### src/hdl/cfa_pkg.sv
// Package with shared types and codes for the constant folding ALU.
`default_nettype none
package cfa_pkg;

  typedef enum logic [3:0] {
    CMD_ADD = 4'd0, CMD_SUB = 4'd1, CMD_MUL = 4'd2, CMD_DIV = 4'd3,
    CMD_MOD = 4'd4, CMD_AND = 4'd5, CMD_OR = 4'd6, CMD_XOR = 4'd7,
    CMD_SHL = 4'd8, CMD_SHR = 4'd9, CMD_NEG = 4'd10, CMD_NOT = 4'd11
  } cmd_e;

  typedef enum logic [2:0] {
    OUT_FOLD = 3'd0, OUT_PASS_A = 3'd1, OUT_PASS_B = 3'd2,
    OUT_EMIT = 3'd3, OUT_DIV0 = 3'd4
  } outcome_e;

  localparam int unsigned DataW = 64;
  localparam int unsigned CmdW = 4;
  localparam int unsigned SizeW = 2;
  localparam int unsigned OutW = 3;

  // Classified item handed from the front part to the back part.
  typedef struct packed {
    logic [CmdW-1:0]  command;
    logic [DataW-1:0] operand_a;
    logic [DataW-1:0] operand_b;
    logic             a_unsigned;
    logic             result_unsigned;
    logic [SizeW-1:0] result_size;
    logic             fold;
    logic [OutW-1:0]  outcome;
  } job_t;

endpackage
`default_nettype wire

### src/hdl/cfa_if.sv
// Valid/ready channel interfaces for input items and result items.
`default_nettype none
interface cfa_in_if;
  logic        valid;
  logic        ready;
  logic [3:0]  command;
  logic signed [63:0] operand_a;
  logic signed [63:0] operand_b;
  logic        a_is_const;
  logic        b_is_const;
  logic        a_unsigned;
  logic        result_unsigned;
  logic [1:0]  result_size;
  modport source (output valid, command, operand_a, operand_b, a_is_const, b_is_const,
                  a_unsigned, result_unsigned, result_size, input ready);
  modport sink (input valid, command, operand_a, operand_b, a_is_const, b_is_const,
                a_unsigned, result_unsigned, result_size, output ready);
endinterface

`default_nettype wire

### src/hdl/cfa_front.sv
// Front part: accepts items and decides fold, pass-through, emit or divide by zero.
`default_nettype none
module cfa_front (
  input  wire logic         clk_i,
  input  wire logic         rst_ni,
  cfa_in_if.sink            in_i,
  output cfa_pkg::job_t     job_o,
  output logic              job_valid_o,
  input  wire logic         job_ready_i
);
  cfa_pkg::job_t job_d, job_q;
  logic          valid_q;
  logic          a_zero, a_one, b_zero, b_one;
  logic [2:0]    oc;
  logic          fold;

  assign a_zero = (in_i.operand_a == 64'd0);
  assign a_one  = (in_i.operand_a == 64'd1);
  assign b_zero = (in_i.operand_b == 64'd0);
  assign b_one  = (in_i.operand_b == 64'd1);

  always_comb begin
    oc = cfa_pkg::OUT_EMIT;
    if (in_i.command >= 4'd12) begin
      oc = cfa_pkg::OUT_EMIT;
    end else if (in_i.command == cfa_pkg::CMD_NEG || in_i.command == cfa_pkg::CMD_NOT) begin
      if (in_i.a_is_const) oc = cfa_pkg::OUT_FOLD;
    end else if (in_i.a_is_const && in_i.b_is_const) begin
      oc = cfa_pkg::OUT_FOLD;
      if ((in_i.command == cfa_pkg::CMD_DIV || in_i.command == cfa_pkg::CMD_MOD) && b_zero)
        oc = cfa_pkg::OUT_DIV0;
    end else if (in_i.a_is_const) begin
      case (in_i.command)
        cfa_pkg::CMD_ADD, cfa_pkg::CMD_OR, cfa_pkg::CMD_XOR: begin
          if (a_zero) oc = cfa_pkg::OUT_PASS_B;
        end
        cfa_pkg::CMD_MUL: begin
          if (a_one) oc = cfa_pkg::OUT_PASS_B;
        end
        cfa_pkg::CMD_DIV, cfa_pkg::CMD_MOD, cfa_pkg::CMD_AND,
        cfa_pkg::CMD_SHL, cfa_pkg::CMD_SHR: begin
          if (a_zero) oc = cfa_pkg::OUT_PASS_A;
        end
        default: ;
      endcase
    end else if (in_i.b_is_const) begin
      case (in_i.command)
        cfa_pkg::CMD_ADD, cfa_pkg::CMD_SUB, cfa_pkg::CMD_OR, cfa_pkg::CMD_XOR,
        cfa_pkg::CMD_SHL, cfa_pkg::CMD_SHR: begin
          if (b_zero) oc = cfa_pkg::OUT_PASS_A;
        end
        cfa_pkg::CMD_MUL: begin
          if (b_one) oc = cfa_pkg::OUT_PASS_A;
        end
        cfa_pkg::CMD_DIV: begin
          if (b_zero) oc = cfa_pkg::OUT_DIV0;
          else if (b_one) oc = cfa_pkg::OUT_PASS_A;
        end
        cfa_pkg::CMD_AND: begin
          if (b_zero) oc = cfa_pkg::OUT_PASS_B;
        end
        default: ;
      endcase
    end
  end

  assign fold = (oc == cfa_pkg::OUT_FOLD);

  always_comb begin
    job_d.command         = in_i.command;
    job_d.operand_a       = in_i.operand_a;
    job_d.operand_b       = in_i.operand_b;
    job_d.a_unsigned      = in_i.a_unsigned;
    job_d.result_unsigned = in_i.result_unsigned;
    job_d.result_size     = in_i.result_size;
    job_d.fold            = fold;
    job_d.outcome         = oc;
  end

  assign in_i.ready = !valid_q || job_ready_i;

  always_ff @(posedge clk_i or negedge rst_ni) begin
    if (!rst_ni) begin
      valid_q <= 1'b0;
    end else if (in_i.ready) begin
      valid_q <= in_i.valid;
    end
  end

  always_ff @(posedge clk_i) begin
    if (in_i.ready && in_i.valid) job_q <= job_d;
  end

  assign job_o       = job_q;
  assign job_valid_o = valid_q;
endmodule
`default_nettype wire

### src/flat_wrapper.sv
// flat-port wrapper written by rule: the top's interface ports become plain ports
module cfa_front_flat 
  (clk_i, rst_ni, job_o, job_valid_o, job_ready_i, in_i_valid, in_i_command, in_i_operand_a, in_i_operand_b, in_i_a_is_const, in_i_b_is_const, in_i_a_unsigned, in_i_result_unsigned, in_i_result_size, in_i_ready);
  cfa_in_if in_i_i ();
  input  wire logic clk_i;
  input  wire logic rst_ni;
  output cfa_pkg::job_t job_o;
  output logic job_valid_o;
  input  wire logic job_ready_i;
  input wire logic [$bits(in_i_i.valid)-1:0] in_i_valid;
  input wire logic [$bits(in_i_i.command)-1:0] in_i_command;
  input wire logic [$bits(in_i_i.operand_a)-1:0] in_i_operand_a;
  input wire logic [$bits(in_i_i.operand_b)-1:0] in_i_operand_b;
  input wire logic [$bits(in_i_i.a_is_const)-1:0] in_i_a_is_const;
  input wire logic [$bits(in_i_i.b_is_const)-1:0] in_i_b_is_const;
  input wire logic [$bits(in_i_i.a_unsigned)-1:0] in_i_a_unsigned;
  input wire logic [$bits(in_i_i.result_unsigned)-1:0] in_i_result_unsigned;
  input wire logic [$bits(in_i_i.result_size)-1:0] in_i_result_size;
  output wire logic [$bits(in_i_i.ready)-1:0] in_i_ready;
  assign in_i_i.valid = in_i_valid;
  assign in_i_i.command = in_i_command;
  assign in_i_i.operand_a = in_i_operand_a;
  assign in_i_i.operand_b = in_i_operand_b;
  assign in_i_i.a_is_const = in_i_a_is_const;
  assign in_i_i.b_is_const = in_i_b_is_const;
  assign in_i_i.a_unsigned = in_i_a_unsigned;
  assign in_i_i.result_unsigned = in_i_result_unsigned;
  assign in_i_i.result_size = in_i_result_size;
  assign in_i_ready = in_i_i.ready;
  cfa_front u_core (.clk_i(clk_i), .rst_ni(rst_ni), .in_i(in_i_i), .job_o(job_o), .job_valid_o(job_valid_o), .job_ready_i(job_ready_i));
endmodule
### config.mk
export PLATFORM = sky130hd
export DESIGN_NAME = cfa_front_flat
export DESIGN_NICKNAME = d
export VERILOG_FILES = /design/src/hdl/cfa_pkg.sv /design/src/hdl/cfa_if.sv /design/src/hdl/cfa_front.sv /design/src/flat_wrapper.sv
export SDC_FILE = /design/constraint.sdc
export NUM_CORES = 1
export LEC_CHECK = 0
export BUFFER_PORTS_ARGS = -buffer_cell sky130_fd_sc_hd__buf_2
export CORE_AREA = 2 2 109 111
export DETAILED_ROUTE_END_ITERATION = 8
export DIE_AREA = 0 0 111 113
export PLACE_DENSITY = 0.78
export REMOVE_ABC_BUFFERS = 1
export SYNTH_ARGS = -nofsm -noshare
export SYNTH_HDL_FRONTEND = slang
export SYNTH_SLANG_ARGS = --single-unit
### constraint.sdc
create_clock -name clk_i -period 10.1 [get_ports clk_i]
set_input_delay 1.01 -clock clk_i [delete_from_list [all_inputs] [get_ports clk_i]]
set_output_delay 1.01 -clock clk_i [all_outputs]
set_load 0.01 [all_outputs]
==> impl_results.md <==
* Status: complete, no violations
* WL final at 12300 µm
* CTS max path bufs at 2
* Slew headroom at between 30% and 40%
* Cts-stage hold buffer count at 0
* Die Wd at 111 µm
* Clock transition at the registers of the reported paths at about 0.060 ns
* CP startpoint kind: primary input
* Post-cts resize count at 0
* Largest net degree at the start of global routing at between 80 and 90
* Critical Path AT at approximately 2.8 ns
* Post-synth EDFFs at 140
* DR iter-0 viols at 207
* Placed Area at approximately 6400 µm²
* Final ANT Viol Nets at 0
* Most common cell after layout, fill and taps aside: buf_2
* Core footprint at 11300 µm²
* CTS tree: built
* IR drop worst, VDD at 0.123 mV
* Layout cells sized above 1 at 59.5%
* FF+latch count, synth at ~140
* Most frequent cells in the layout: buf_2, edfxtp_1, nor4_1, clkbuf_16, nand4_1
* Worst-Skew Late Latency at 0.41 ns
* First-pass GRT wire length at between 15000 and 20000 µm
* Switching pwr at 294 µW
* Fin Clk Skew at ~0.010 ns
* Top post-synthesis cells by area: edfxtp_1, nor4_1, nand4_1, dfrtp_1, nor2_1
* Post CTS Setup Buffer Count at 0
* Max Fclk at 0.356 GHz
* Die span in y at roughly 110 µm
* Area Growth Syn to Fin at 46.1%
* Max Transition Viols Final at 0
* Std cell rows at 39
* Leakage at 2.91 nW
* Pre-CTS setup slack at 6.88 ns
* Initial antenna violation count at 0
* Post-synth top area cell: edfxtp_1
* Final Cycle Share at between 20% and 30%
* Comb pwr share at 7.6%
* Core Util, Final at 62.1%
* Power per cell area at slightly above 200 nW/µm²
* DR WL/cell at approximately 18 µm
* Slowest cell on the critical path: buf_4
* Initial DRT Pass Iterations at 4
* Mapped Cells at ~230
* Effective utilization at floorplan at 42.5%
* Hold Crit Class: in2async
* Switching Share at 20.4%
* Setup TNS at 0 ns
* Final setup vio count at 0
* Ant. Diodes at 0
* Global Route Usage Sum at about a fifth
* Fin crit period at 2.81 ns
* Distinct cell type count after synthesis at 36
* Die footprint at 12500 µm²
* Worst-path maximum fanout at 83
* H-Tree Depth at 4
* Post-Syn Area per Cell at between 20 and 25 µm²
* Internal power at between 1 and 1.5 mW
* # IOs at between 200 and 300
* CP peak stage delay at 0.90 ns
* DP HPWL at 9530 µm
* Top_reg_cell synth: edfxtp_1
* Congestion Overflow GR at 0
* Fill cells at 824
* Nets at 672
* Root Driver: clkbuf_16
* Placer Congestion at around 0.85
* Worst path cell trace: buf_2 -> nand2b_1 -> and2_4 -> buf_4
* Clock network power share at 44.3%
* Worst R2R Start: u_core.job_valid_o
* RSZ-0062 raised after global routing: false
* Final worst slack at 7.29 ns
* WP data required at 10.13 ns
* Final hold violations at 0
* Post-route cell area at 7010 µm²
* Post-route DRC at 0
* Syn Std Cell Area at 4800 µm²
* Worst-Margin Slew at 1.04 ns
* Vias in the first global route at approximately 3600
* Clock Sinks at roughly 140
* Post-synth ARST share at 0.709%
* Port Buffer Count at 283
* Share of the synthesized area in the top cell type at 87.7%
* Register area share after synthesis at slightly below 90%
* Vias/cell at 4.95
* Crit path from: job_ready_i
* Nature of the critical path endpoint: flop
* Max-cap violations at 0
* Crit path kind: in2reg
* Vias at 3395
* Register share of total power at 48.1%
* CTS Buf Count at 17
* Syn. warnings at 0
==> metrics by stage <==
step | std cells | total power [mW] | hold WS, ns
finish | 686 | 1.44 | 0.358
global route | 686 | 1.48 | 0.346
CTS | 686 | 1.45 | 0.343
detailed placement | 654 | 0.813 | 0.520
global placement | 654 | 0.809 | 0.514
floorplan | 227 | 0.743 | 0.622
==> critical path, delay by kind of cell <==
| family | cells | cell delay (ns) |
|---|---|---|
| buffers and inverters | 2 | 0.97 |
| and+or+nand+nor | 2 | 0.76 |
==> metal layers <==
metal | track usage, % | wire length, µm | vias to the layer above | part of all wire [%]
li1 | - | - | 1564 | -
met1 | 20.8 | 4430 | 1630 | 36
met2 | 34.8 | 6450 | 181 | 52
met3 | 8.78 | 1220 | 20 | 9.9
met4 | 8.58 | 223 | 0 | 1.8
met5 | 0 | 0 | - | 0
==> worst paths after layout <==
kind / slack, ns / cells after the start / to
max: 7.29 / 4 / u_core.job_o[88]
min: 0.36 / 1 / u_core.job_valid_o
min in group clk_i: 0.53 / 2 / u_core.job_valid_o
min reg2reg: 0.53 / 2 / u_core.job_valid_o
max reg2reg: 7.61 / 3 / u_core.job_o[88]
max in group asynchronous: 9.66 / 1 / u_core.job_valid_o
==> power by group through the flow <==
stage                     sequential, mW  clock (mW)  combinational [mW]
after floorplan                    0.725           0              0.0186
after global placement             0.702           0               0.107
after detailed placement           0.703           0               0.110
after CTS                          0.691       0.650               0.111
after global routing               0.694       0.672               0.119
final                              0.691       0.638               0.110
==> cell type report <==
class	count	area, µm²	share of cell area (%)
well taps	143	179	2.55
multi-input cells	84	551	7.86
flip-flops and latches	141	4230	60.4
repair buffers	284	1420	20.3
clock buffers	19	443	6.32
inverters	2	7.51	0.107
clock inverters	13	173	2.46
==> logic make-up after synthesis <==
logic type      after synthesis  synth area share [%]
compound gates               15                  2.19
xor+xnor                      1                 0.183
buf+inv                       4                 0.391
flops                       141                  88.2
simple gates                 68                  9.05
==> cells in the mapped netlist (2+ instances only) <==
master and number:
edfxtp_1 140, nor4_1 29, nand4_1 7, nor2_1 6, nand2_1 5, a21oi_1 3
nand3_1 3, nor2b_1 3, inv_1 2, nand2b_1 2, nor3_2 2, nor4b_1 2
o21ai_0 2
==> registers in the layout, summed over array words and instances, names as in the netlist <==
register / flops
u_core.job_valid_o: 1
u_core.job_o: 140
No activity file was read; power rests on OpenSTA's default activity.
