[config.mk]
export PLATFORM = sky130hd
export DESIGN_NAME = cfa_queue
export DESIGN_NICKNAME = d
export VERILOG_FILES = /design/src/hdl/cfa_pkg.sv /design/src/hdl/cfa_queue.sv
export SDC_FILE = /design/constraint.sdc
export NUM_CORES = 1
export LEC_CHECK = 0
export ABC_AREA = 1
export BUFFER_PORTS_ARGS = -buffer_cell sky130_fd_sc_hd__clkbuf_2
export CORE_MARGIN = 10
export CORE_UTILIZATION = 52
export DETAILED_ROUTE_END_ITERATION = 10
export PLACE_DENSITY = 0.76
export SYNTH_ARGS = -nofsm -noshare
export SYNTH_HDL_FRONTEND = slang
export SYNTH_SLANG_ARGS = --single-unit
[constraint.sdc]
create_clock -name clk_i -period 6.9 [get_ports clk_i]
set_input_delay 1.38 -clock clk_i [delete_from_list [all_inputs] [get_ports clk_i]]
set_output_delay 1.38 -clock clk_i [all_outputs]
set_load 0.01 [all_outputs]
[src/hdl/cfa_pkg.sv]
// Package with shared types and codes for the constant folding ALU.
`default_nettype none
package cfa_pkg;

  typedef enum logic [3:0] {
    CMD_ADD = 4'd0, CMD_SUB = 4'd1, CMD_MUL = 4'd2, CMD_DIV = 4'd3,
    CMD_MOD = 4'd4, CMD_AND = 4'd5, CMD_OR = 4'd6, CMD_XOR = 4'd7,
    CMD_SHL = 4'd8, CMD_SHR = 4'd9, CMD_NEG = 4'd10, CMD_NOT = 4'd11
  } cmd_e;

  typedef enum logic [2:0] {
    OUT_FOLD = 3'd0, OUT_PASS_A = 3'd1, OUT_PASS_B = 3'd2,
    OUT_EMIT = 3'd3, OUT_DIV0 = 3'd4
  } outcome_e;

  localparam int unsigned DataW = 64;
  localparam int unsigned CmdW = 4;
  localparam int unsigned SizeW = 2;
  localparam int unsigned OutW = 3;

  // Classified item handed from the front part to the back part.
  typedef struct packed {
    logic [CmdW-1:0]  command;
    logic [DataW-1:0] operand_a;
    logic [DataW-1:0] operand_b;
    logic             a_unsigned;
    logic             result_unsigned;
    logic [SizeW-1:0] result_size;
    logic             fold;
    logic [OutW-1:0]  outcome;
  } job_t;

endpackage
`default_nettype wire

[src/hdl/cfa_queue.sv]
// Short FIFO that decouples the front part from the back part.
`default_nettype none
module cfa_queue #(
  parameter int unsigned Depth = 4
) (
  input  wire logic          clk_i,
  input  wire logic          rst_ni,
  input  wire cfa_pkg::job_t wdata_i,
  input  wire logic          wvalid_i,
  output logic               wready_o,
  output cfa_pkg::job_t      rdata_o,
  output logic               rvalid_o,
  input  wire logic          rready_i
);
  localparam int unsigned PtrW = (Depth > 1) ? $clog2(Depth) : 1;
  cfa_pkg::job_t        mem_q [Depth];
  logic [PtrW-1:0]      wp_q, rp_q;
  logic [PtrW:0]        cnt_q;
  logic                 push, pop;

  assign wready_o = (cnt_q != Depth[PtrW:0]);
  assign rvalid_o = (cnt_q != '0);
  assign push = wvalid_i && wready_o;
  assign pop  = rvalid_o && rready_i;
  assign rdata_o = mem_q[rp_q];

  always_ff @(posedge clk_i or negedge rst_ni) begin
    if (!rst_ni) begin
      wp_q  <= '0;
      rp_q  <= '0;
      cnt_q <= '0;
    end else begin
      if (push) wp_q <= (wp_q == PtrW'(Depth - 1)) ? '0 : wp_q + 1'b1;
      if (pop)  rp_q <= (rp_q == PtrW'(Depth - 1)) ? '0 : rp_q + 1'b1;
      cnt_q <= cnt_q + (PtrW+1)'(push) - (PtrW+1)'(pop);
    end
  end

  always_ff @(posedge clk_i) begin
    if (push) mem_q[wp_q] <= wdata_i;
  end
endmodule
`default_nettype wire

==> summary.txt, run 1 <==
Run status
  – Status: completed

Worst setup path
  – Largest stage delay, worst path: 0.80 ns
  – Most used cell along the critical path: buf_4
  – Critical path's slowest cell: buf_4
  – CP startpoint kind: register
  – Max Fanout on Critical Path: 79
  – Setup Crit Path Kind: reg2out
  – Delay-heaviest family, CP: buffers and inverters
  – Critical Path Stages: 5
  – Req. time, crit path: ~5.5 ns
  – Buf/Inv on CP: 3
  – Crit end category: primary output
  – R2R depth: 5
  – Arr. time, crit path: roughly 3 ns
  – Crit path cell chain: buf_4 -> buf_4 -> o211ai_1 -> nand2_1 -> clkbuf_2

Synth
  – Seq/Total Area, Yosys: between 70% and 80%
  – Synth top area cells: edfxtp_1, o211ai_2, nand2_1, inv_1, o211ai_1
  – Synth Instances: roughly 1,700
  – Synth Cell Area: 23,300 µm²
  – Post-Synthesis Net Count: between 1,500 and 2,000
  – Synth Register Bits: between 500 and 600
  – Synthesized area per cell: roughly 14 µm²
  – Synth unique cells: 15
  – Top cell type's share of synthesized area: between 70% and 80%
  – Synth area leader: edfxtp_1
  – Synth Warn #: 0

Cells and area
  – Area of the multi-input gates: 4630 µm²
  – Fill cell total of the finished layout: between 3,000 and 4,000
  – Fin util: roughly three fifths
  – Commonest cells after routing, fill and taps aside: edfxtp_1, nand2_1, inv_1, clkbuf_2, o211ai_1
  – Final-stage net count: ~2,100
  – Area Growth Syn to Fin: 15.1%
  – Register area: between 15,000 and 20,000 µm²
  – Most common cell after layout, fill and taps aside: edfxtp_1
  – Layout cells sized above 1: 25.8%

Pwr
  – Leak: around 11 nW
  – Final Power: between 0.01 and 0.015 W
  – Power density over cell area: approximately 430 nW/µm²
  – Peak supply drop: between 0.3 and 0.4 mV

Clock tree
  – Sink Count: 567
  – Clock Latency Late Sink: approximately 0.60 ns
  – Root Driver: clkbuf_16
  – CTS tree: done
  – CTS Buf Count: 56
  – # resized after CTS: 0
  – CTS H-Tree Depth: 2
  – Reg clk slew, reported paths: ~0.060 ns
  – Clock Path Buffers: 3
  – Hold-fix buffers, CTS: 0
  – Setup bufs post-CTS: 0

STA
  – Slew @ Worst Pin: between 1 and 1.5 ns
  – Final period util: approximately 64%
  – Setup slack after layout: about 2.5 ns
  – Final setup vio count: 0
  – Highest clock rate: 0.225 GHz
  – Hold Fails Final Rpt: 0
  – Fin Setup TNS: 0 ns
  – Final hold slack: around 0.51 ns
  – Post-route minimum period: 4.45 ns
  – RSZ-0062 raised after global routing: no
  – Pins Over Slew Limit: 0
  – Clock Skew: between 0.015 and 0.02 ns
  – Headroom to the max-slew limit: a little under a quarter

Die
  – Core ar.: 44,200 µm²
  – Placement Rows: 77
  – Die Span Y: ~230 µm
  – Die area: 53,700 µm²
  – Die width: ~230 µm
  – Initial core utilization: 52.7%
  – I/O pins: around 290

Place
  – Detail Placement HPWL: approximately 30 mm
  – Final GP Congestion: ~0.8
  – Number of port buffers: 285
  – Pre-CTS WS: around 3 ns

Worst hold path
  – Hold Path Depth: 1
  – Worst hold path class: reg2reg

Routing
  – First-pass detailed-route iteration total: 5
  – Final wirelength: between 40 and 50 mm
  – Via density: ~5.2
  – Drt wl/cell: approximately 18 µm
  – Via count: approximately 13,000
  – Starting DRT DRC Count: roughly 950
  – Residual DRC count: 0
  – Routed Antenna Nets: 0

Global routing
  – Grt ovf: 0
  – First-pass GRT wire length: between 70 and 80 mm
  – Vias in the first global route: between 10,000 and 15,000
  – Initial antenna violation count: 7
  – Largest net degree at the start of global routing: 177
  – Total GRT Usage: 17.6%

Run
  – Max-cap violations: 0
[path summary, 6_finish.rpt]
path | from | to | slack (ns)
min in group asynchronous | rst_ni | rp_q[0]$_DFFE_PN0P_ | 0.62
worst max register to register | cnt_q[1]$_DFF_PN0_ | mem_q[0][91]$_DFFE_PP_ | 4.14
max in group asynchronous | rst_ni | rp_q[1]$_DFFE_PN0P_ | 6.07
worst min register to register | cnt_q[0]$_DFF_PN0_ | cnt_q[0]$_DFF_PN0_ | 0.51
worst min-delay path | cnt_q[0]$_DFF_PN0_ | cnt_q[0]$_DFF_PN0_ | 0.51
worst max-delay path | rp_q[1]$_DFFE_PN0P_ | rdata_o[77] | 2.45
[registers in the layout, summed over array words and instances, names as in the netlist]
name,count
mem_q,560
cnt_q,3
wp_q,2
rp_q,2
[where the power goes]
group	switching [W]	internal [W]	total [W]
registers	0.000245	0.00453	0.00478
logic	0.00265	0.00127	0.00392
clock network	0.00122	0.00167	0.00289
total	0.00411	0.00747	0.0116
[worst register-to-register path, delay by kind of cell, from the launching register on]
| family | cells | cell delay (ns) |
|---|---|---|
| AND/OR/NAND/NOR | 4 | 0.99 |
| buffers and inverters | 1 | 0.88 |
| flip-flops | 1 | 0.41 |
[cell type report]
cell class	instances	share of cell area (%)
Sequential cell	567	63.4
Multi-Input combinational cell	737	17.3
Timing Repair Buffer	302	5.93
Clock buffer	76	5.58
Inverter	294	4.14
Tap cell	592	2.76
Clock inverter	28	0.896
Antenna cell	4	0.0373
[through the flow]
stage,instances,cell area (µm²)
global placement,2492,25100
detailed placement,2492,25100
finish,2600,26800
global route,2597,26800
CTS,2596,26800
floorplan,1692,23300
[metal layers]
metal	global-route usage [%]	wire length, µm
met5	0	41
met4	5.08	1170
met3	5.31	3880
met2	29.6	23600
met1	21.7	19300
[cells in the mapped netlist]
library cell,count
nand3_1,5
edfxtp_1,560
fa_1,1
inv_2,1
ha_1,7
buf_2,37
buf_6,21
dfrtp_1,7
nor2_1,7
clkbuf_1,22
o211ai_2,139
buf_4,14
nand2_1,437
inv_1,293
o211ai_1,141
[logic make-up (layout without fill, tap and decap cells)]
kind of cell | count (synthesis) | in the layout | synth area share [%]
AND/OR/NAND/NOR | 449 | 449 | 7.26
other | 0 | 4 | 0
buffers and inverters | 388 | 700 | 7.35
adder cells (fa/ha/maj) | 8 | 8 | 0.462
flip-flops | 567 | 567 | 72.9
AO/OA/AOI/OAI | 280 | 280 | 12.0
Power figures use the tool's default switching activity.
==> inputs of run 2 (changes only) <==
--- a/config.mk
+++ b/config.mk
@@ -8,9 +8,9 @@
 export ABC_AREA = 1
 export BUFFER_PORTS_ARGS = -buffer_cell sky130_fd_sc_hd__clkbuf_2
 export CORE_MARGIN = 10
-export CORE_UTILIZATION = 52
+export CORE_UTILIZATION = 58
 export DETAILED_ROUTE_END_ITERATION = 10
-export PLACE_DENSITY = 0.76
+export PLACE_DENSITY = 0.81
 export SYNTH_ARGS = -nofsm -noshare
 export SYNTH_HDL_FRONTEND = slang
 export SYNTH_SLANG_ARGS = --single-unit
==> constraint.sdc (replaced) <==
create_clock -name clk_i -period 4.7 [get_ports clk_i]
set_input_delay 0.94 -clock clk_i [delete_from_list [all_inputs] [get_ports clk_i]]
set_output_delay 0.94 -clock clk_i [all_outputs]
set_load 0.01 [all_outputs]
==> summary.txt, run 2 (synthesis results as in run 1) <==
Pwr
  – Net Sw Frac: 35.3% (-0.23 points)
  – Register share of total power: 40.4% (-0.8 points)
  – Comb pwr share: 33.8% (about the same)
  – NetSw: 0.00615 W (+50%)
  – Peak supply drop: 0.460 mV (+46%)
  – Leak: 10.9 nW (+1.1%)
  – Internal: 0.0113 W (+51%)
  – Power density over cell area: 646 nW/µm² (+50%)
  – Clock power share: 25.7% (+0.8 points)

Global routing
  – Grt ovf: 0 (unchanged)
  – First-pass GRT wire length: 76.3 mm (+1.8%)
  – Largest net degree at the start of global routing: 99 (-44%)
  – Total GRT Usage: 20.2% (+2.5 points)
  – Vias in the first global route: 14,008 (+2.9%)
  – Initial antenna violation count: 3 (-4)

Cells and area
  – Area Growth Syn to Fin: 15.8%
  – Commonest cells after routing, fill and taps aside: edfxtp_1, nand2_1, inv_1, clkbuf_2, o211ai_1
  – Post-route cell area: 27,000 µm² (+0.61%)
  – Layout cells sized above 1: 26.6% (+0.73 points)
  – Reg with most FFs: mem_q
  – Final-stage net count: 2,116 (+0.28%)
  – Most common cell after layout, fill and taps aside: edfxtp_1
  – Biggest regs: mem_q: 560 flops, cnt_q: 3 flops
  – Max reg flops: 560 (unchanged)

Worst setup path
  – Setup Crit Path Kind: reg2out
  – Req. time, crit path: 3.76 ns (-1.76 ns)
  – Arr. time, crit path: 2.80 ns (-0.27 ns)
  – CP startpoint kind: register
  – R2R setup slack: 2.39 ns (-1.75 ns)
  – Crit end category: primary output
  – Reg-to-Reg Start: cnt_q[1]$_DFF_PN0_
  – Max Fanout on Critical Path: 71 (-10%)
  – R2R depth: 10 (+5)
  – R2R Path End: cnt_q[2]$_DFF_PN0_

Die
  – Die area: 48,600 µm² (-9.5%)
  – Die width: 220 µm (-4.9%)
  – Placement Rows: 73 (-5.2%)
  – Die Span Y: 220 µm (-4.9%)
  – Core ar.: 39,700 µm² (-10%)
  – I/O pins: 286 (unchanged)
  – Initial core utilization: 58.6% (+6.0 points)

Routing
  – Drt wl/cell: 19.5 µm (+5.6%)
  – Routed Antenna Nets: 0 (unchanged)
  – Starting DRT DRC Count: 1,158 (+22%)
  – Residual DRC count: 0 (unchanged)
  – Final wirelength: 49.5 mm (+3.1%)
  – Via count: 13,693 (+1.4%)
  – First-pass detailed-route iteration total: 5 (unchanged)
  – Via density: 5.40 (+4.0%)

Clock tree
  – # resized after CTS: 0 (unchanged)
  – Root Driver: clkbuf_16
  – Hold-fix buffers, CTS: 0 (unchanged)
  – Clock Path Buffers: 3 (unchanged)
  – Reg clk slew, reported paths: 0.06 ns (about the same)
  – CTS Buf Count: 55 (-1.8%)
  – Setup bufs post-CTS: 0 (unchanged)
  – CTS tree: done
  – Clock Latency Late Sink: 0.59 ns (about the same)
  – CTS H-Tree Depth: 2 (unchanged)
  – Sink Count: 567 (unchanged)

STA
  – Final period util: 79.5%
  – Final setup vio count: 0 (unchanged)
  – Post-route minimum period: around 3.7 ns
  – Hold Fails Final Rpt: 0 (unchanged)
  – Slew @ Worst Pin: 0.913 ns (-0.231 ns)
  – RSZ-0062 raised after global routing: no
  – Setup slack after layout: 0.963 ns (-1.49 ns)
  – Highest clock rate: approximately 0.27 GHz
  – Pins Over Slew Limit: 0 (unchanged)
  – Clock Skew: 0.0106 ns (-0.00543 ns)
  – Headroom to the max-slew limit: 39.2% (+15 points)

Run
  – Max-cap violations: 0 (unchanged)

Place
  – Pre-CTS WS: 1.60 ns (-1.44 ns)
  – Detail Placement HPWL: 30.0 mm (+1.5%)
  – Number of port buffers: 285 (unchanged)
  – Final GP Congestion: 0.750 (-6.0%)
  – Dpl cell area: 25,100 µm² (+0.22%)

Run status
  – Status: completed

Worst hold path
  – Worst hold path class: in2async
==> run 2: cell count changes in the layout (fill, tap and decap cells not counted), moves of 2 or more <==
| cell | before | now |
|---|---|---|
| clkbuf_1 | 19 | 15 |
| buf_12 | 3 | 10 |
| bufinv_16 | 4 | 8 |
| clkinv_1 | 15 | 8 |
| clkinv_2 | 4 | 10 |
| inv_6 | 3 | 1 |
| clkinv_4 | 2 | 0 |
| clkbuf_8 | 0 | 2 |
==> run 2: through the flow <==
step	TNS [ns]	hold slack [ns]	cells	utilization, %	power, W
floorplan	-293.93	0.479	1692	-	0.0111
global placement	0	0.487	2432	63.2	0.0129
detailed placement	0	0.523	2432	63.2	0.0131
CTS	0	0.145	2534	67.9	0.0176
global route	0	0.150	2535	67.9	0.0184
finish	0	0.174	2537	67.9	0.0174
==> run 2: routing by layer <==
layer	GRT usage [%]	routed length, µm	vias to the layer above
li1	-	-	6439
met2	34.4	25200	433
met5	0	22	-
met4	5.93	1050	4
met1	25.1	19200	6737
met3	5.08	4000	80
==> run 2: worst max path at each step <==
| stage | endpoint | cells after the start | from | slack, ns |
|---|---|---|---|---|
| 3_5_place_dp | rdata_o[13] | 5 | rp_q[0]$_DFFE_PN0P_ | 1.60 |
| 2_1_floorplan | mem_q[0][0]$_DFFE_PP_ | 2 | wvalid_i | -0.52 |
| 6_report | rdata_o[13] | 5 | rp_q[0]$_DFFE_PN0P_ | 0.96 |
| 4_1_cts | rdata_o[62] | 5 | rp_q[0]$_DFFE_PN0P_ | 0.92 |
| 5_1_grt | rdata_o[62] | 5 | rp_q[0]$_DFFE_PN0P_ | 0.79 |
| 3_3_place_gp | rdata_o[121] | 5 | rp_q[1]$_DFFE_PN0P_ | 1.68 |
==> run 2: layout make-up <==
class	count	area, µm²
repair buffers	309	1730
well taps	525	657
diodes	3	7.51
fillers	2663	12800
clock buffers	74	1510
inverters	294	1110
flip-flops and latches	567	17000
multi-input cells	737	4630
clock inverters	28	337
==> run 2: critical path, stage by stage, from the launching register on <==
cell and delay, ns:
dfrtp_4 1.02, buf_4 0.63, nand2_1 0.14, o211ai_1 0.14, nand2_1 0.10, clkbuf_2 0.14
==> run 2: power groups by stage <==
stage	Sequential, W	Clock [W]	Combinational [W]
detailed placement	0.00716	0	0.00596
CTS	0.00706	0.00456	0.00601
floorplan	0.00706	0	0.00407
global route	0.00713	0.00477	0.00649
global placement	0.00710	0	0.00581
finish	0.00705	0.00449	0.00590
==> inputs of run 3 (changes only) <==
--- a/config.mk
+++ b/config.mk
@@ -5,12 +5,12 @@
 export SDC_FILE = /design/constraint.sdc
 export NUM_CORES = 1
 export LEC_CHECK = 0
-export ABC_AREA = 1
+export ABC_AREA = 0
 export BUFFER_PORTS_ARGS = -buffer_cell sky130_fd_sc_hd__clkbuf_2
 export CORE_MARGIN = 10
-export CORE_UTILIZATION = 58
+export CORE_UTILIZATION = 57
 export DETAILED_ROUTE_END_ITERATION = 10
-export PLACE_DENSITY = 0.81
+export PLACE_DENSITY = 0.8
 export SYNTH_ARGS = -nofsm -noshare
 export SYNTH_HDL_FRONTEND = slang
 export SYNTH_SLANG_ARGS = --single-unit
==> constraint.sdc (replaced) <==
create_clock -name clk_i -period 3.7 [get_ports clk_i]
set_input_delay 0.74 -clock clk_i [delete_from_list [all_inputs] [get_ports clk_i]]
set_output_delay 0.74 -clock clk_i [all_outputs]
set_load 0.01 [all_outputs]
==> summary.txt, run 3 <==
Place
  – Detail Placement HPWL: 25.5 mm (-15%)
  – Final GP Congestion: 0.733 (-2.3%)
  – Number of port buffers: 285 (unchanged)
  – Pre-CTS WS: 1.06 ns (-0.543 ns)

Global routing
  – First-pass GRT wire length: 61.9 mm (-19%)
  – Initial antenna violation count: 9 (+6)
  – Total GRT Usage: 18.6% (-1.5 points)
  – Vias in the first global route: 10,114 (-28%)
  – Grt ovf: 0 (unchanged)
  – Largest net degree at the start of global routing: 78 (-21%)

Die
  – Placement Rows: 69 (-5.5%)
  – Die area: 44,200 µm² (-9.0%)
  – Initial core utilization: 57.9% (-0.77 points)
  – Die Span Y: 210 µm (-4.6%)
  – I/O pins: 286 (unchanged)
  – Die width: 210 µm (-4.6%)
  – Core ar.: 35,700 µm² (-10%)

Worst hold path
  – Worst hold path class: in2reg
  – Hold Path Depth: 1

Worst setup path
  – Largest stage delay, worst path: 0.70 ns (-0.32 ns)
  – R2R depth: 10 (unchanged)
  – Crit path cell chain: buf_12 -> mux4_2 -> clkbuf_2
  – Max Fanout on Critical Path: 39 (-45%)
  – Critical path's slowest cell: dfrtp_4
  – Crit end category: primary output
  – CP startpoint kind: register
  – Req. time, crit path: 2.96 ns (-0.80 ns)
  – Arr. time, crit path: 2.45 ns (-0.35 ns)
  – Setup Crit Path Kind: reg2out

Routing
  – First-pass detailed-route iteration total: 6 (+1)
  – Starting DRT DRC Count: 653 (-44%)
  – Drt wl/cell: 25.5 µm (+31%)
  – Final wirelength: 41.0 mm (-17%)
  – Via count: 9,239 (-33%)
  – Residual DRC count: 0 (unchanged)
  – Routed Antenna Nets: 0 (unchanged)
  – Via density: 5.75 (+6.5%)

Clock tree
  – CTS H-Tree Depth: 2 (unchanged)
  – # resized after CTS: 0 (unchanged)
  – Reg clk slew, reported paths: 0.06 ns (about the same)
  – Sink Count: 567 (unchanged)
  – CTS tree: done
  – CTS Buf Count: 53 (-3.6%)
  – Clock Latency Late Sink: 0.58 ns (about the same)
  – Clock Path Buffers: 3 (unchanged)
  – Root Driver: clkbuf_16
  – Setup bufs post-CTS: 0 (unchanged)

Cells and area
  – Most common cell after layout, fill and taps aside: edfxtp_1
  – Commonest cells after routing, fill and taps aside: edfxtp_1, clkbuf_2, mux4_2, clkbuf_16, clkbuf_1
  – Area of the multi-input gates: 3410 µm² (-26%)
  – Biggest regs: mem_q: 560 flops, cnt_q: 3 flops
  – Final-stage net count: 1,254 (-41%)
  – Reg with most FFs: mem_q
  – Layout cells sized above 1: 46.4% (+20 points)
  – Fill cell total of the finished layout: 2,093 (-21%)
  – Max reg flops: 560 (unchanged)
  – Area Growth Syn to Fin: 18.5%
  – Register area: 17,000 µm² (unchanged)

Synth
  – Synth unique cells: 19 (+4)
  – Seq/Total Area, Yosys: 82.3% (+9.4 points)
  – Synth top area cells: edfxtp_1, mux4_2, dfrtp_1, buf_6, ha_1
  – Most instantiated cells after synthesis: edfxtp_1, mux4_2, buf_2
  – Most common cell in the netlist: edfxtp_1
  – Synth Warn #: 0 (unchanged)
  – Synth Register Bits: 567 (unchanged)
  – Post-synth EDFFs: 560 (unchanged)
  – Synth Flop Type: edfxtp_1
  – Post-Synthesis Net Count: 922 (-50%)
  – Top cell type's share of synthesized area: 81.5% (+9.3 points)
  – Synth Instances: 770 (-54%)
  – Async SR Flop Fraction: 1.23% (unchanged)
  – Synthesized area per cell: 26.8 µm² (+95%)
  – Synth Cell Area: 20,600 µm² (-11%)
  – Synth area leader: edfxtp_1

Run status
  – Status: completed

STA
  – Post-route minimum period: around 3.2 ns
  – Setup slack after layout: 0.509 ns (-0.454 ns)
  – Highest clock rate: between 0.3 and 0.4 GHz
  – Slew @ Worst Pin: 0.783 ns (-0.130 ns)
  – Fin Setup TNS: 0 ns (unchanged)
  – Hold Fails Final Rpt: 0 (unchanged)
  – Pins Over Slew Limit: 0 (unchanged)
  – RSZ-0062 raised after global routing: no
  – Final setup vio count: 0 (unchanged)
  – Final hold slack: 0.375 ns (+0.200 ns)
  – Final period util: a little under nine tenths
  – Clock Skew: 0.0195 ns (+0.00892 ns)
  – Headroom to the max-slew limit: 47.8% (+8.7 points)

Pwr
  – Power density over cell area: 814 nW/µm² (+26%)
  – Peak supply drop: 0.797 mV (+73%)
  – Leak: 8.40 nW (-23%)

Run
  – Max-cap violations: 0 (unchanged)
==> run 3: cell count changes in the layout (fill, tap and decap cells not counted), sizes merged, moves of 2 or more <==
cell,previous run,this run
clkbuf,359,357
mux2,0,4
bufinv,8,4
nor2,7,2
o211ai,280,0
mux4,0,140
and3,0,4
inv,295,8
xnor2,0,2
nand3,5,0
nand2,437,1
==> run 3: cells by family (layout without fill, tap and decap cells) <==
group	after synthesis	after routing	share of synthesized area, %
xor gates and xnor gates	2	2	0.0849
and+or+nand+nor	10	10	0.333
adders and majority gates	8	8	0.521
muxes	144	144	15.5
buffers and inverters	39	412	1.19
DFF	567	567	82.3
other	0	4	0
==> run 3: path summary, 6_finish.rpt <==
check,startpoint,to,slack [ns]
max,rp_q[0]$_DFFE_PN0P_,rdata_o[48],0.51
min,wdata_i[37],mem_q[3][37]$_DFFE_PP_,0.37
max reg2reg,cnt_q[1]$_DFF_PN0_,cnt_q[2]$_DFF_PN0_,1.17
min reg2reg,cnt_q[2]$_DFF_PN0_,cnt_q[2]$_DFF_PN0_,0.51
max in group asynchronous,rst_ni,rp_q[1]$_DFFE_PN0P_,2.96
min in group asynchronous,rst_ni,wp_q[1]$_DFFE_PN0P_,0.54
==> run 3: layer usage <==
layer  vias to the layer above  GRT usage, %  part of all wire [%]
met5                         -             0                  0.12
li1                       4010             -                     -
met3                        65          5.70                   9.0
met4                         8          5.87                   2.2
met2                       377          29.5                    49
met1                      4779          24.6                    40
==> run 3: layout make-up <==
type | instances | share of cell area [%]
Clock inverter | 24 | 0.880
Inverter | 7 | 0.107
Clock buffer | 72 | 5.93
Timing Repair Buffer | 309 | 7.24
Sequential cell | 567 | 69.5
Tap cell | 461 | 2.36
Multi-Input combinational cell | 164 | 14.0
Antenna cell | 4 | 0.0409
==> run 3: through the flow <==
step | util (%) | cell area [µm²] | total power, W | instances
after detailed placement | 63.9 | 22800 | 0.0150 | 1507
after CTS | 68.6 | 24500 | 0.0202 | 1604
final | 68.6 | 24500 | 0.0199 | 1608
after floorplan | - | 20600 | 0.0126 | 770
after global placement | 63.9 | 22800 | 0.0149 | 1507
after global routing | 68.6 | 24500 | 0.0208 | 1606
==> run 3: worst max-delay path, delay by kind of cell (launching register included) <==
kind	cells	cell delay (ns)
multiplexers	1	0.59
flip-flops	1	0.70
buffers and inverters	2	0.51
==> run 3: timing repair <==
item / in CTS / in global routing
setup endpoints to repair: 0 / 0
endpoints found under the hold margin: 7 / 0
hold buffers: 1 / 0
==> run 3: power by group <==
part / leakage, nW / switching (W) / internal [W]
registers: 5.21 / 0.000362 / 0.00848
clock network: 0.806 / 0.00216 / 0.00301
logic: 2.39 / 0.00323 / 0.00266
